==> config.mk <==
export PLATFORM = sky130hd
export DESIGN_NAME = lru_page_replacement
export DESIGN_NICKNAME = d
export VERILOG_FILES = /design/src/rtl/lpr_pkg.sv /design/src/rtl/lru_page_replacement.sv /design/src/rtl/lpr_cell.sv
export SDC_FILE = /design/constraint.sdc
export NUM_CORES = 1
export LEC_CHECK = 0
export ABC_AREA = 1
export BUFFER_PORTS_ARGS = -buffer_cell sky130_fd_sc_hd__buf_2
export CAP_MARGIN = 20
export CORE_ASPECT_RATIO = 1.75
export CORE_MARGIN = 2
export CORE_UTILIZATION = 55
export DETAILED_ROUTE_END_ITERATION = 10
export GPL_TIMING_DRIVEN = 1
export PLACE_DENSITY = 0.72
export SETUP_SLACK_MARGIN = 0.15
export SLEW_MARGIN = 20
export SYNTH_ARGS = -nofsm -noshare
export SYNTH_HDL_FRONTEND = slang
export SYNTH_SLANG_ARGS = --single-unit
==> constraint.sdc <==
create_clock -name clock -period 4.85 [get_ports clock]
set_input_delay 0.2425 -clock clock [delete_from_list [all_inputs] [get_ports clock]]
set_output_delay 0.2425 -clock clock [all_outputs]
set_load 0.02 [all_outputs]
==> src/rtl/lpr_pkg.sv <==
// shared constants, types and conversions for the lru page replacement block
package lpr_pkg;

   localparam int FRAMES         = 16;
   localparam int PAGE_BITS      = 16;
   localparam int IDX_BITS       = (FRAMES > 1) ? $clog2(FRAMES) : 1;
   localparam int OCC_BITS       = $clog2(FRAMES + 1);
   localparam int LIMIT_BITS     = 5;
   localparam int COUNT_BITS     = 32;
   localparam int PAGE_PORT_BITS = 16;
   localparam int SLOT_PORT_BITS = 4;
   localparam int LIMIT_RESET    = 16;

   typedef logic [PAGE_BITS-1:0]      page_type;
   typedef logic [IDX_BITS-1:0]       idx_type;
   typedef logic [OCC_BITS-1:0]       occ_type;
   typedef logic [LIMIT_BITS-1:0]     limit_type;
   typedef logic [COUNT_BITS-1:0]     count_type;
   typedef logic [PAGE_PORT_BITS-1:0] page_port_type;
   typedef logic [SLOT_PORT_BITS-1:0] slot_port_type;

   // one recency position: the page and the slot it lives in
   typedef struct packed {
      page_type page;
      idx_type  slot;
   } entry_type;

   typedef struct packed {
      logic live;
      logic shift;
      logic load;
   } cell_ctrl_type;

   function automatic page_type port_to_page(page_port_type p);
      logic [63:0] w;
      w = 64'(p);
      return w[PAGE_BITS-1:0];
   endfunction

   function automatic page_port_type page_to_port(page_type p);
      logic [63:0] w;
      w = 64'(p);
      return w[PAGE_PORT_BITS-1:0];
   endfunction

   function automatic slot_port_type idx_to_slot(idx_type s);
      logic [63:0] w;
      w = 64'(s);
      return w[SLOT_PORT_BITS-1:0];
   endfunction

endpackage

==> src/rtl/lru_page_replacement.sv <==
// lru page replacement top level: chain of recency cells, control and result register
//
//   channel | ports                        | direction | handshake
//   req     | req_page, req_first          | in        | req_valid / req_ready
//   rsp     | rsp_fault .. rsp_fault_total | out       | rsp_valid / rsp_ready
//   csr     | csr_wr_data                  | in        | csr_wr_en, no wait
//
// one word is taken per cycle while req_ready is high; its result is in the output register in the cycle after.
// all cells compare in parallel; on a hit the cells from the hit position up shift, on an eviction all live cells do.
// req_ready is high while the output register is empty or being drained.
// synchronous reset empties the table, clears the fault count and sets the limit to 16.
// cell contents are not reset; only positions below the occupancy are looked at.
module lru_page_replacement (
   input  logic                    clock,
   input  logic                    reset,
   input  logic                    req_valid,
   output logic                    req_ready,
   input  lpr_pkg::page_port_type  req_page,
   input  logic                    req_first,
   output logic                    rsp_valid,
   input  logic                    rsp_ready,
   output logic                    rsp_fault,
   output lpr_pkg::slot_port_type  rsp_slot,
   output logic                    rsp_evicted_valid,
   output lpr_pkg::page_port_type  rsp_evicted_page,
   output lpr_pkg::count_type      rsp_fault_total,
   input  logic                    csr_wr_en,
   input  lpr_pkg::limit_type      csr_wr_data
);
   import lpr_pkg::*;

   limit_type     limit_ff;
   occ_type       occ_ff, occ_in;
   count_type     count_ff, count_in;
   logic          rsp_valid_ff;
   logic          fault_ff;
   slot_port_type slot_ff;
   logic          ev_valid_ff;
   page_port_type ev_page_ff;

   page_type      lookup_page;
   occ_type       occ_eff;
   occ_type       lim_eff;
   count_type     count_base;
   logic          accept;
   logic          hit, append, evict;
   idx_type       hit_pos, hit_slot, rot_start;
   entry_type     new_entry;
   entry_type     cell_entry [FRAMES];
   entry_type     cell_next  [FRAMES];
   cell_ctrl_type cell_ctrl  [FRAMES];
   logic [FRAMES-1:0] match;

   assign req_ready   = !rsp_valid_ff || rsp_ready;
   assign accept      = req_valid && req_ready;
   assign lookup_page = port_to_page(req_page);
   assign occ_eff     = req_first ? '0 : occ_ff;

   always_comb begin
      if (limit_ff == '0) begin
         lim_eff = occ_type'(1);
      end else if (32'(limit_ff) > FRAMES) begin
         lim_eff = occ_type'(FRAMES);
      end else begin
         lim_eff = occ_type'(limit_ff);
      end
   end

   // matches are one-hot since a page is never resident twice
   always_comb begin
      hit_pos  = '0;
      hit_slot = '0;
      for (int i = 0; i < FRAMES; i++) begin
         if (match[i]) begin
            hit_pos  = hit_pos | IDX_BITS'(i);
            hit_slot = hit_slot | cell_entry[i].slot;
         end
      end
   end

   assign hit       = |match;
   assign append    = !hit && (occ_eff < lim_eff);
   assign evict     = !hit && !append;
   assign rot_start = hit ? hit_pos : '0;

   always_comb begin
      new_entry.page = lookup_page;
      priority if (hit) begin
         new_entry.slot = hit_slot;
      end else if (append) begin
         new_entry.slot = IDX_BITS'(occ_eff);
      end else begin
         new_entry.slot = cell_entry[0].slot;
      end
   end

   genvar g;
   generate
      for (g = 0; g < FRAMES; g++) begin : g_cell
         if (g + 1 < FRAMES) begin : g_mid
            assign cell_next[g] = cell_entry[g+1];
         end else begin : g_last
            assign cell_next[g] = cell_entry[g];
         end

         always_comb begin
            cell_ctrl[g].live  = OCC_BITS'(g) < occ_eff;
            cell_ctrl[g].shift = accept && !append && (IDX_BITS'(g) >= rot_start)
                                 && (OCC_BITS'(g + 1) < occ_eff);
            cell_ctrl[g].load  = accept && (append ? (OCC_BITS'(g) == occ_eff)
                                                   : (OCC_BITS'(g + 1) == occ_eff));
         end

         lpr_cell u_cell (
            .clock          (clock),
            .ctrl           (cell_ctrl[g]),
            .lookup_page    (lookup_page),
            .neighbor_entry (cell_next[g]),
            .new_entry      (new_entry),
            .entry          (cell_entry[g]),
            .match          (match[g])
         );
      end
   endgenerate

   always_comb begin
      count_base = req_first ? '0 : count_ff;
      count_in   = count_base;
      if (!hit && (count_base != '1)) begin
         count_in = count_base + 1'b1;
      end
      occ_in = append ? occ_eff + 1'b1 : occ_eff;
   end

   always_ff @(posedge clock) begin
      if (reset) begin
         limit_ff     <= LIMIT_BITS'(LIMIT_RESET);
         occ_ff       <= '0;
         count_ff     <= '0;
         rsp_valid_ff <= 1'b0;
      end else begin
         if (csr_wr_en) begin
            limit_ff <= csr_wr_data;
         end
         if (accept) begin
            occ_ff       <= occ_in;
            count_ff     <= count_in;
            rsp_valid_ff <= 1'b1;
         end else if (rsp_ready) begin
            rsp_valid_ff <= 1'b0;
         end
      end
   end

   always_ff @(posedge clock) begin
      if (accept) begin
         fault_ff    <= !hit;
         slot_ff     <= idx_to_slot(new_entry.slot);
         ev_valid_ff <= evict;
         ev_page_ff  <= evict ? page_to_port(cell_entry[0].page) : '0;
      end
   end

   assign rsp_valid         = rsp_valid_ff;
   assign rsp_fault         = fault_ff;
   assign rsp_slot          = slot_ff;
   assign rsp_evicted_valid = ev_valid_ff;
   assign rsp_evicted_page  = ev_page_ff;
   assign rsp_fault_total   = count_ff;

   // at most one live cell holds the looked-up page
   assert property (@(posedge clock) disable iff (reset) $onehot0(match))
      else $error("more than one cell matched the page");

   // a hit never reports an eviction
   assert property (@(posedge clock) disable iff (reset)
      rsp_valid_ff && !fault_ff |-> !ev_valid_ff && (ev_page_ff == '0))
      else $error("hit reported an evicted page");

   // a miss into a free slot grows the occupancy by one
   assert property (@(posedge clock) disable iff (reset)
      accept && append |=> occ_ff == $past(occ_eff) + 1'b1)
      else $error("occupancy did not grow on fill");

   // occupancy never passes the number of cells
   assert property (@(posedge clock) disable iff (reset)
      32'(occ_ff) <= FRAMES)
      else $error("occupancy beyond frame count");

endmodule

==> src/rtl/lpr_cell.sv <==
// one recency position of the lru stack: holds an entry, compares it, takes from its neighbor
module lpr_cell (
   input  logic                  clock,
   input  lpr_pkg::cell_ctrl_type ctrl,
   input  lpr_pkg::page_type     lookup_page,
   input  lpr_pkg::entry_type    neighbor_entry,
   input  lpr_pkg::entry_type    new_entry,
   output lpr_pkg::entry_type    entry,
   output logic                  match
);
   import lpr_pkg::*;

   entry_type entry_ff;
   entry_type entry_in;

   assign entry = entry_ff;
   assign match = ctrl.live && (entry_ff.page == lookup_page);

   always_comb begin
      priority if (ctrl.load) begin
         entry_in = new_entry;
      end else if (ctrl.shift) begin
         entry_in = neighbor_entry;
      end else begin
         entry_in = entry_ff;
      end
   end

   always_ff @(posedge clock) begin
      entry_ff <= entry_in;
   end

endmodule

; Yosys cells after proc, flatten, opt, wreduce, memory -nomap -nowiden
; Index checks and enable logic that the tools add are counted.
[totals]
register_bits = 385
wordCells = 301
[classes]
bitwise = 15
add_sub_neg = 2
muxes = 88
n_reduce_logical = 90
n_lt_le_gt_ge = 33
eq_ne = 33
[ops]
columns = op, n
row1 = 20-bit 2-to-1 mux, 30
row2 = 16-bit == test, 16
row3 = 4-bit 2-to-1 mux, 27
row4 = 1-bit logical AND, 67
row5 = 32-bit 2-to-1 mux, 2
row6 = 4-bit bitwise OR, 15
row7 = 4-bit by 5-bit == test with 1-bit output (first input constant), 8
row8 = 4-bit by 5-bit < comparator with 1-bit output (first input constant), 8
row9 = 32-bit by 1-bit adder with 32-bit output (second input constant), 1
row10 = 32-bit != test (second input constant), 1
row11 = 2-bit nonzero test, 16
row12 = 4-bit greater-or-equal comparator (first input constant), 7
row13 = 3-bit by 5-bit == test with 1-bit output (first input constant), 4
row14 = 3-bit by 5-bit < comparator with 1-bit output (first input constant), 4
row15 = 5-bit 2-to-1 mux, 4
row16 = 1-bit 2-to-1 mux, 19
row17 = 3-bit by 4-bit greater-or-equal comparator with 1-bit output (first input constant), 4
row18 = 16-bit OR reduction, 1
row19 = 3-bit 2-to-1 mux, 4
row20 = 2-bit by 5-bit == test with 1-bit output (first input constant), 2
row21 = 5-bit logical NOT, 2
row22 = 1-bit by 5-bit < comparator with 1-bit output (first input constant), 2
row23 = 2-bit by 5-bit < comparator with 1-bit output (first input constant), 2
row24 = 1-bit by 4-bit greater-or-equal comparator with 1-bit output (first input constant), 2
row25 = other kinds (9), 13

; Depth between registers and ports, before layout
; Gate-level depths: netlist of run 1.
[depth]
ltp_word = 36
ltp_mapped = 22

; Modules after synthesis
; Synthesis of run 1 repeated with hierarchy kept, for this count alone.
[hier_totals]
cells_unflattened = 3128
hier_area_um2 = 23040.8
[modules_own_cells]
columns = mod, area_each_um2, instances, cells_per_inst
row1 = lpr_cell, 1136.1, 16, 150
row2 = lru_page_replacement, 4863.4, 1, 728

; Worst setup path before layout of run 1
; Ideal clock, no wire load.
[synth_timing]
kind = flip-flop to flip-flop
from = reg limit_ff[2]
to = reg g_cell[15].u_cell.entry_ff, in the netlist g_cell[15].u_cell.entry[0], enable pin
setup_ns = 0.425
synth_period_minus_slack_ns = 3.891
setup_slack_ns = 0.959
arrival_ns = 3.466
t_required_ns = 4.425
stages_incl_launch_ff = 13
path_cell_list = dfxtp_1 nor2_1 nand2_1 nand2_1 nand2_1 ha_1 a21o_1 a221oi_2 nand2_2 buf_6 nor2_1 inv_1 o21ai_0
[synth_lines]
columns = element, line_no
row1 = start: declaration, lru_page_replacement.sv:32  ; limit_type limit_ff;
row2 = start signal: assignment, lru_page_replacement.sv:137  ; limit_ff <= LIMIT_BITS'(LIMIT_RESET);
row3 = start signal: assignment, lru_page_replacement.sv:143  ; limit_ff <= csr_wr_data;
row4 = end signal: assignment, lpr_cell.sv:30  ; entry_ff <= entry_in;
row5 = end: declaration, lpr_cell.sv:13  ; entry_type entry_ff;

==> flow_metrics.env, run 1 <==
export IMPL_grt_max_degree=60
export IMPL_overflow=0
export IMPL_avgSynthCellArea_sq_um=7.39
export IMPL_p_leak_nw=12.8
export IMPL_cp_slowest_cell="nor2_1"
export IMPL_worst_ep_arrival_time_ns=4.35
export IMPL_mappedNetlistArea_sq_um=24900
export IMPL_hold_viol=0
export IMPL_htree_num_levels=2
export IMPL_drive_gt1_share_pct=9.55
export IMPL_rows=103
export IMPL_path_class="register to register"
export IMPL_antenna_cells=0
export IMPL_root_buffer="clkbuf_16"
export IMPL_synth_area_top_cells="edfxtp_1 41%, nand2_1 19%, nor2_1 6.8%"
export IMPL_end_kind="register"
export IMPL_crit_chain="nand2_4, nand2_2, nor2_1, inv_1, nand3_1, nand2_1, nor2_1, nand2_2, nor2_8, buf_4, nand3_1, nand3_2, buf_4, inv_1, nand2_1, nand2_1"
export IMPL_clk_path_buf_depth=3
export IMPL_hpwlAfterDp_mm=63.8
export IMPL_yosys_warnings=0
export IMPL_die_area_sq_um=47100
export IMPL_drt_iter0_markers=1923
export IMPL_ant_nets=0
export IMPL_routed_wl_mm=83.5
export IMPL_critPathLaunchType="register"
export IMPL_drv_slew=0
export IMPL_clkSlewWorstSetupHoldPaths_ns=0.06
export IMPL_path_buf_inv=4
export IMPL_rsz0062_at_grt="no"
export IMPL_nets=3461
export IMPL_grt_pass1_wl_mm=125
export IMPL_slew_headroom_pct=48.0
export IMPL_period_minus_slack_ns=4.05
export IMPL_async_flop_share_pct=0
export IMPL_cts_made_buffers=40
export IMPL_fmax_mhz=247
export IMPL_synth_nets=3409
export IMPL_period_share_pct=83.4
export IMPL_cts_sinks=385
export IMPL_coreArea_sq_um=45000
export IMPL_hold_path_class="input pin to register"
export IMPL_cp_data_required_time_ns=5.15
export IMPL_start_util_pct=55.5
export IMPL_first_pass_iters=6
export IMPL_io_pins=83
export IMPL_port_buffers=82
export IMPL_dieHeight_microns=286
export IMPL_yosysUniqueCellTypes=39
export IMPL_seq_area_frac_synth_pct=44.6
export IMPL_die_w_microns=165
export IMPL_wire_per_inst_microns=20.7
export IMPL_worstMarginPinSlew_ns=0.777
export IMPL_synth_edf_count=342
export IMPL_synth_top_area_cell="edfxtp_1"
export IMPL_critical_path_max_stage_delay_ns=0.45
export IMPL_tritoncts="done"
export IMPL_ir_drop_mv=0.317
export IMPL_drcViolationCount=0
export IMPL_num_vias=22600
export IMPL_worst_path_max_fanout=37
export IMPL_post_cts_buffers=0
export IMPL_grt_usage_pct=35.5
export IMPL_power_density_nw_per_um2=304
export IMPL_final_setup_worst_slack_ns=0.803
export IMPL_grt_pass1_vias=22200
export IMPL_insertion_delay_ns=0.58
export IMPL_antenna_found_initial=0
export IMPL_skew_ns=0.0340
export IMPL_synth_main_ff_cell="edfxtp_1"
export IMPL_ys_ff_latch=385
export IMPL_syn_to_final_growth_pct=8.10
export IMPL_netlist_instances=3374
export IMPL_status="complete, no violations"
export IMPL_cp_top_family="simple AND/OR/NAND/NOR gates"
export IMPL_setup_viol=0
export IMPL_crit_top_cell="nand2_1"
export IMPL_cap_violations=0
export IMPL_setup_tns_ns=0
export IMPL_synth_common_cells="1,289 x nand2_1, 451 x nor2_1, 347 x inv_1"
export IMPL_synth_most_common_cell="nand2_1"
export IMPL_routed_via_density=5.60
export IMPL_gp_congestion=1.03
export IMPL_synth_top_cell_area_share_pct=41.2
export IMPL_p_total_mw=8.18
export IMPL_dpl_worst_slack_ns=0.723
sequential cells by signal (all words and copies together), names as in the netlist:
signal,count
rsp_valid,1
rsp_fault_total,32
g_cell.u_cell.entry,320
rsp_slot,4
rsp_evicted_page,16
occ_ff,5
limit_ff,5
rsp_evicted_valid,1
rsp_fault,1
layout by cell type, fill, tap and decap left out, types with 5 or more instances in the layout:
cell | synthesis | layout
xnor2_1 | 20 | 20
buf_4 | 36 | 71
clkbuf_1 | 25 | 9
nor2_1 | 451 | 451
nand4_1 | 42 | 42
clkinv_2 | 0 | 5
ha_1 | 8 | 8
o21ai_1 | 101 | 101
xor2_1 | 126 | 126
o22ai_1 | 14 | 14
buf_2 | 40 | 82
nand3_2 | 23 | 23
a21oi_1 | 29 | 29
clkinv_1 | 2 | 9
o21ai_0 | 128 | 125
nand3b_1 | 8 | 8
clkbuf_16 | 0 | 42
inv_1 | 347 | 346
o21ai_2 | 50 | 53
nand3_1 | 119 | 119
and2_1 | 8 | 8
dfxtp_1 | 43 | 43
nand2_2 | 20 | 20
edfxtp_1 | 342 | 342
nand2_1 | 1289 | 1289
nor3_1 | 21 | 21
inv_2 | 9 | 10
dlygate4sd3_1 | 0 | 7
timing repair:
item | in CTS | in global routing
hold buffers | 7 | 0
endpoints found under the hold margin | 5 | 0
gates resized for setup | 0 | 0
power breakdown:
group          internal (mW)  switching (mW)
Sequential              3.78          0.0814
Clock                   1.83            1.37
Combinational          0.305           0.813
Total                   5.92            2.27
cell families after synthesis:
family | synth area share, %
AND/OR/NAND/NOR | 32.5
buffers and inverters | 9.92
flip-flops | 44.6
AO/OA/AOI/OAI | 7.46
XOR/XNOR | 5.13
adder cells (fa/ha/maj) | 0.401
routing by layer:
| metal | share of wire, % | wire [microns] | track usage [%] |
|---|---|---|---|
| met5 | 0 | 0 | 0 |
| met4 | 9.7 | 8100 | 28.9 |
| met3 | 5.1 | 4300 | 4.67 |
| met2 | 52 | 43600 | 65.1 |
| met1 | 33 | 27500 | 34.7 |
worst min-delay path, delay by kind of cell:
family,cells,cell delay (ns)
buf+inv,1,0.12
simple gates,1,0.07
compound gates,1,0.09
path summary, 6_finish.rpt:
check                                         start                   endpoint  slack, ns  cells past startpoint
worst max register to register            occ_ff[4]  g_cell[3].u_cell.entry[1]       0.80                     16
worst min register to register  rsp_fault_total[12]        rsp_fault_total[12]       0.48                      2
worst min-delay path                      csr_wr_en                limit_ff[1]       0.01                      3
worst max-delay path                      occ_ff[4]  g_cell[3].u_cell.entry[1]       0.80                     16
metrics by stage:
step | util [%] | area [sq um] | hold WS, ns | std cells
finish | 59.9 | 27000 | 0.0146 | 4033
global placement | 56.9 | 25600 | 0.466 | 3954
detailed placement | 56.9 | 25600 | 0.470 | 3954
global route | 59.9 | 27000 | 0.0541 | 4033
CTS | 59.9 | 27000 | 0.00247 | 4033
floorplan | - | 24900 | 0.341 | 3374
area by class of cell:
cell class	count	area, sq um
Fill cell	4132	18000
Clock inverter	19	204
Clock buffer	53	1110
Inverter	359	1350
Multi-Input combinational cell	2476	11300
Timing Repair Buffer	164	1090
Tap cell	577	722
Sequential cell	385	11100
Note: power is estimated with default switching activity, not from simulation.
==> inputs of run 2 (changes only) <==
--- a/config.mk
+++ b/config.mk
@@ -13,7 +13,7 @@
 export CORE_UTILIZATION = 55
 export DETAILED_ROUTE_END_ITERATION = 10
 export GPL_TIMING_DRIVEN = 1
-export PLACE_DENSITY = 0.72
+export PLACE_DENSITY = 0.75
 export SETUP_SLACK_MARGIN = 0.15
 export SLEW_MARGIN = 20
 export SYNTH_ARGS = -nofsm -noshare
==> constraint.sdc (replaced) <==
create_clock -name clock -period 3.5 [get_ports clock]
set_input_delay 0.175 -clock clock [delete_from_list [all_inputs] [get_ports clock]]
set_output_delay 0.175 -clock clock [all_outputs]
set_load 0.02 [all_outputs]
==> run 2 against run 1 <==
Compared with the run above:
- non-clock buffer count is 64 higher
- via count is 1.4% higher
- first-iteration DRC count is 15% lower
- worst setup slack worse by 0.53 ns
- critical path type is now input pin to register
- largest cell class unchanged
==> flow_metrics.env, run 2 (synthesis gave the netlist of run 1 again) <==
export IMPL_status="complete, no violations"
export IMPL_final_core_util_pct=62.3
export IMPL_pwr_share_seq_pct=46.3
export IMPL_grt_pass1_vias=22600
export IMPL_period_minus_slack_ns=3.23
export IMPL_slew_headroom_pct=56.6
export IMPL_fillCellCount=3954
export IMPL_p_leak_nw=13.3
export IMPL_clkSlewWorstSetupHoldPaths_ns=0.06
export IMPL_seqCellArea_sq_um=11100
export IMPL_grt_usage_pct=35.1
export IMPL_cp_slowest_cell="dlygate4sd3_1"
export IMPL_hpwlAfterDp_mm=62.8
export IMPL_rows=103
export IMPL_antenna_cells=0
export IMPL_die_area_sq_um=47100
export IMPL_whs_ns=0.0108
export IMPL_p_comb_share_pct=14.4
export IMPL_routed_via_density=5.59
export IMPL_mostFrequentLayoutCells="1,289 x nand2_1, 444 x nor2_1, 346 x inv_1"
export IMPL_grt_pass1_wl_mm=124
export IMPL_rsz0062_at_grt="no"
export IMPL_final_common_cell="nand2_1"
export IMPL_drt_iter0_markers=1635
export IMPL_p_clk_share_pct=39.3
export IMPL_min_from="rsp_ready"
export IMPL_period_share_pct=92.2
export IMPL_cts_made_buffers=39
export IMPL_p_sw_share_pct=27.2
export IMPL_critical_path_max_stage_delay_ns=0.53
export IMPL_r2r_start="occ_ff[1]"
export IMPL_grt_max_degree=46
export IMPL_power_density_nw_per_um2=413
export IMPL_critPathLaunchType="input pin"
export IMPL_cts_sinks=385
export IMPL_ant_nets=0
export IMPL_tritoncts="done"
export IMPL_num_vias=22900
export IMPL_dieHeight_microns=286
export IMPL_start_util_pct=55.5
export IMPL_place_area_sq_um=26500
export IMPL_p_int_mw=8.42
export IMPL_ir_drop_mv=0.407
export IMPL_gp_congestion=1.03
export IMPL_io_pins=83
export IMPL_wire_per_inst_microns=19.9
export IMPL_critPathLaunch="req_page[13]"
export IMPL_drv_slew=0
export IMPL_drcViolationCount=0
export IMPL_die_w_microns=165
export IMPL_overflow=0
export IMPL_switchingPower_mw=3.14
export IMPL_nets=3524
export IMPL_cap_violations=0
export IMPL_setup_tns_ns=0
export IMPL_port_buffers=82
export IMPL_stdcell_area_sq_um=28000
export IMPL_first_pass_iters=6
export IMPL_setup_viol=0
export IMPL_path_class="input pin to register"
export IMPL_root_buffer="clkbuf_16"
export IMPL_insertion_delay_ns=0.58
export IMPL_largest_register_ffs=320
export IMPL_hold_viol=0
export IMPL_antenna_found_initial=0
export IMPL_worst_ep_arrival_time_ns=3.51
export IMPL_end_kind="register"
export IMPL_worstMarginPinSlew_ns=0.649
export IMPL_p_total_mw=11.6
export IMPL_coreArea_sq_um=45000
export IMPL_clk_path_buf_depth=3
export IMPL_worst_path_max_fanout=16
export IMPL_htree_num_levels=2
export IMPL_syn_to_final_growth_pct=12.3
export IMPL_skew_ns=0.0333
export IMPL_hold_path_class="input pin to register"
export IMPL_fmax_mhz=310
export IMPL_crit_chain="dlygate4sd3_1, buf_2, inv_1, buf_4, nand2_1, nand2_1, nor2_1, nand2_1, nor2_1, nand3_1, nand2_1, nor2_1, nand2_2, nor2_8, nand2_2, buf_4, nand2_2, nand3_2, nand2_1, buf_12"
export IMPL_routed_wl_mm=81.4
export IMPL_crit_top_cell="nand2_1"
export IMPL_multiInputGateArea_sq_um=11400
export IMPL_cp_data_required_time_ns=3.78
export IMPL_drive_gt1_share_pct=11.1
==> run 2: final cells by class <==
class | count | share of cell area (%)
inverters | 359 | 4.83
clock inverters | 18 | 0.997
multi-input cells | 2476 | 40.6
repair buffers | 228 | 7.41
clock buffers | 53 | 3.78
well taps | 577 | 2.58
flip-flops and latches | 385 | 39.8
==> run 2: final timing paths <==
kind | end | slack [ns] | cells past startpoint
hold / removal | rsp_valid | 0.01 | 4
hold reg to reg | occ_ff[0] | 0.48 | 2
setup reg to reg | g_cell[13].u_cell.entry[6] | 0.31 | 16
setup / recovery | g_cell[13].u_cell.entry[6] | 0.27 | 20
==> run 2: repair_timing <==
item	CTS	global route
buffers inserted	0	0
gates resized for setup	0	11
hold buffers	15	0
setup endpoints to repair	0	285
endpoints found under the hold margin	9	0
==> run 2: stage by stage <==
| stage | cells | worst slack, ns |
|---|---|---|
| 2_1_floorplan | 3374 | -0.142 |
| 3_3_place_gp | 4010 | 0.252 |
| 4_1_cts | 4096 | 0.289 |
| 6_report | 4096 | 0.271 |
| 5_1_grt | 4096 | 0.137 |
| 3_5_place_dp | 4010 | 0.204 |
==> run 2: power groups by stage <==
stage	registers, mW	clock network [mW]	logic (mW)
6_report	5.35	4.55	1.66
5_1_grt	5.37	4.72	1.81
4_1_cts	5.35	4.57	1.63
3_5_place_dp	5.45	0	1.61
3_3_place_gp	5.44	0	1.58
2_1_floorplan	5.44	0	1.07
==> run 2: critical path, delay by kind of cell <==
kind / cells / cell delay (ns)
buffers and inverters: 6 / 1.57
AND/OR/NAND/NOR: 14 / 1.75
==> run 2: per-layer routing <==
metal | vias up | GRT usage, % | part of all wire [%]
met2 | 1104 | 65.2 | 53
met1 | 10500 | 33.0 | 31
li1 | 10900 | - | -
met5 | - | 0 | 0
met4 | 0 | 30.0 | 10
met3 | 398 | 4.70 | 5.9
==> inputs of run 3 (changes only) <==
--- a/config.mk
+++ b/config.mk
@@ -12,7 +12,6 @@
 export CORE_MARGIN = 2
 export CORE_UTILIZATION = 55
 export DETAILED_ROUTE_END_ITERATION = 10
-export GPL_TIMING_DRIVEN = 1
 export PLACE_DENSITY = 0.75
 export SETUP_SLACK_MARGIN = 0.15
 export SLEW_MARGIN = 20
==> constraint.sdc (replaced) <==
create_clock -name clock -period 3.5 [get_ports clock]
set_input_delay 0.35 -clock clock [delete_from_list [all_inputs] [get_ports clock]]
set_output_delay 0.35 -clock clock [all_outputs]
set_load 0.02 [all_outputs]
==> run 3 against run 2 <==
Compared with the run above:
- critical path depth shrank 6
- clock skew shrank 0.0035 ns
- core utilization shrank 0.18 points
- via count shrank 0.97%
- worst hold slack gained 0.014 ns
- largest cell class unchanged
- cell area shrank 0.29%
- clock power shrank 4.4%
- total power shrank 1.9%
- non-clock buffer count grew 4
- first-iteration DRC count grew 3.2%
==> flow_metrics.env, run 3 (synthesis gave the netlist of run 1 again) <==
export IMPL_status="complete, no violations"
export IMPL_tritoncts="done"
export IMPL_antenna_found_initial=1
export IMPL_drive_gt1_share_pct=11.6
export IMPL_die_area_sq_um=47100
export IMPL_ir_drop_mv=0.428
export IMPL_coreArea_sq_um=45000
export IMPL_hpwlAfterDp_mm=62.0
export IMPL_place_area_sq_um=26600
export IMPL_drv_slew=0
export IMPL_fmax_mhz=311
export IMPL_final_common_cell="nand2_1"
export IMPL_syn_to_final_growth_pct=11.9
export IMPL_mostFrequentLayoutCells="1,289 x nand2_1, 451 x nor2_1, 346 x inv_1"
export IMPL_crit_chain="nor2_1, nand3_1, nand2_1, nor2_1, nand3_1, nand2_1, nor2_1, nand2_2, nor2_8, nand2_2, buf_4, nand3_1, o21ai_2, buf_12"
export IMPL_grt_busiest_layer="met2"
export IMPL_min_from="csr_wr_data[2]"
export IMPL_drt_iter0_markers=1688
export IMPL_clk_path_buf_depth=3
export IMPL_r2r_start="occ_ff[4]"
export IMPL_hold_depth=3
export IMPL_ant_nets=0
export IMPL_whs_ns=0.0251
export IMPL_cts_sinks=385
export IMPL_routed_wl_mm=78.7
export IMPL_setup_viol=0
export IMPL_path_class="register to register"
export IMPL_critPathLaunchType="register"
export IMPL_period_share_pct=91.9
export IMPL_overflow=0
export IMPL_nets=3528
export IMPL_cts_made_buffers=39
export IMPL_cap_violations=0
export IMPL_insertion_delay_ns=0.56
export IMPL_grt_util_met3_pct=4.34
export IMPL_port_buffers=82
export IMPL_routed_via_density=5.53
export IMPL_place_inst=4028
export IMPL_htree_num_levels=2
export IMPL_critical_path_max_stage_delay_ns=0.54
export IMPL_rsz0062_at_grt="no"
export IMPL_rows=103
export IMPL_io_pins=83
export IMPL_skew_ns=0.0297
export IMPL_grtUsageMet1_pct=31.9
export IMPL_worstReg2RegEnd="g_cell[7].u_cell.entry[5]"
export IMPL_grt_usage_pct=34.0
export IMPL_root_buffer="clkbuf_16"
export IMPL_path_buf_inv=2
export IMPL_stdcell_count=4096
export IMPL_gp_congestion=1.07
export IMPL_post_cts_buffers=0
export IMPL_end_kind="register"
export IMPL_hold_path_class="input pin to register"
export IMPL_cp_slowest_cell="dfxtp_1"
export IMPL_num_vias=22700
export IMPL_whs_endpoint="limit_ff[2]"
export IMPL_worst_path_max_fanout=16
export IMPL_stdcell_area_sq_um=27900
export IMPL_critPathLaunch="occ_ff[4]"
export IMPL_start_util_pct=55.5
export IMPL_final_core_util_pct=62.1
export IMPL_cp_data_required_time_ns=3.74
export IMPL_slew_headroom_pct=43.2
export IMPL_power_density_nw_per_um2=406
export IMPL_worstMarginPinSlew_ns=0.848
export IMPL_grt_max_degree=45
export IMPL_dieHeight_microns=286
export IMPL_hold_viol=0
export IMPL_grt_pass1_vias=22200
export IMPL_p_leak_nw=13.3
export IMPL_grt_pass1_wl_mm=121
export IMPL_fillCellCount=4041
export IMPL_drcViolationCount=0
export IMPL_worst_ep_arrival_time_ns=3.46
export IMPL_largest_register_ffs=320
export IMPL_first_pass_iters=8
export IMPL_grt_use_met2_pct=63.4
export IMPL_wire_per_inst_microns=19.2
export IMPL_reg2reg_depth=14
export IMPL_rrSetupSlack_ns=0.28
export IMPL_period_minus_slack_ns=3.22
export IMPL_clkSlewWorstSetupHoldPaths_ns=0.06
export IMPL_die_w_microns=165
export IMPL_cp_top_family="simple AND/OR/NAND/NOR gates"
run 3: cell count changes in the layout (fill, tap and decap cells not counted), sizes merged:
cell         delta
buf            +19
dlygate4sd3    -14
clkbuf          -5
bufinv          -3
clkinv          +3
diode           +1
inv             -1
run 3: cell type report:
class	instances	area, sq um	area share, %
antenna	1	2.50	0.00896
clock buffer	49	1100	3.93
clock inverter	17	184	0.659
inverter	359	1350	4.84
multi-input combinational	2476	11400	40.7
sequential	385	11100	39.9
tap	577	722	2.59
timing repair buffer	232	2070	7.41
run 3: routing by layer:
layer	up-vias	wire, microns	part of all wire (%)
li1	10900	-	-
met1	10400	24700	31
met2	940	41700	53
met3	430	3940	5.0
met4	0	8390	11
met5	-	0	0
run 3: through the flow:
stage          TNS, ns  total power, mW  setup WS (ns)
6_report             0             11.3          0.284
2_1_floorplan   -10.70             6.51         -0.268
3_3_place_gp         0             7.02          0.206
4_1_cts              0             11.4          0.208
5_1_grt              0             11.7          0.160
3_5_place_dp         0             7.05          0.171
run 3: repair_timing:
item,CTS,global route
endpoints found under the setup margin,0,245
gates resized for setup,0,3
endpoints found under the hold margin,1,0
hold buffers,1,0
run 3: power by group:
group | switching, mW | total (mW) | internal (mW)
sequential | 0.107 | 5.35 | 5.24
combinational | 1.11 | 1.64 | 0.529
clock | 1.85 | 4.35 | 2.50
run 3: how the worst max path moves through the flow:
stage | end | slack (ns) | cells past startpoint
finish | g_cell[7].u_cell.entry[5] | 0.28 | 14
global route | g_cell[0].u_cell.entry[11] | 0.16 | 16
CTS | g_cell[8].u_cell.entry[4] | 0.21 | 16
detailed placement | g_cell[7].u_cell.entry[4] | 0.17 | 18
global placement | g_cell[8].u_cell.entry[5] | 0.21 | 19
floorplan | g_cell[5].u_cell.entry[0] | -0.27 | 17
run 3: worst min-delay path, stage by stage:
cell and delay (ns):
buf_2 0.07, nor2_1 0.03, nor2_1 0.08
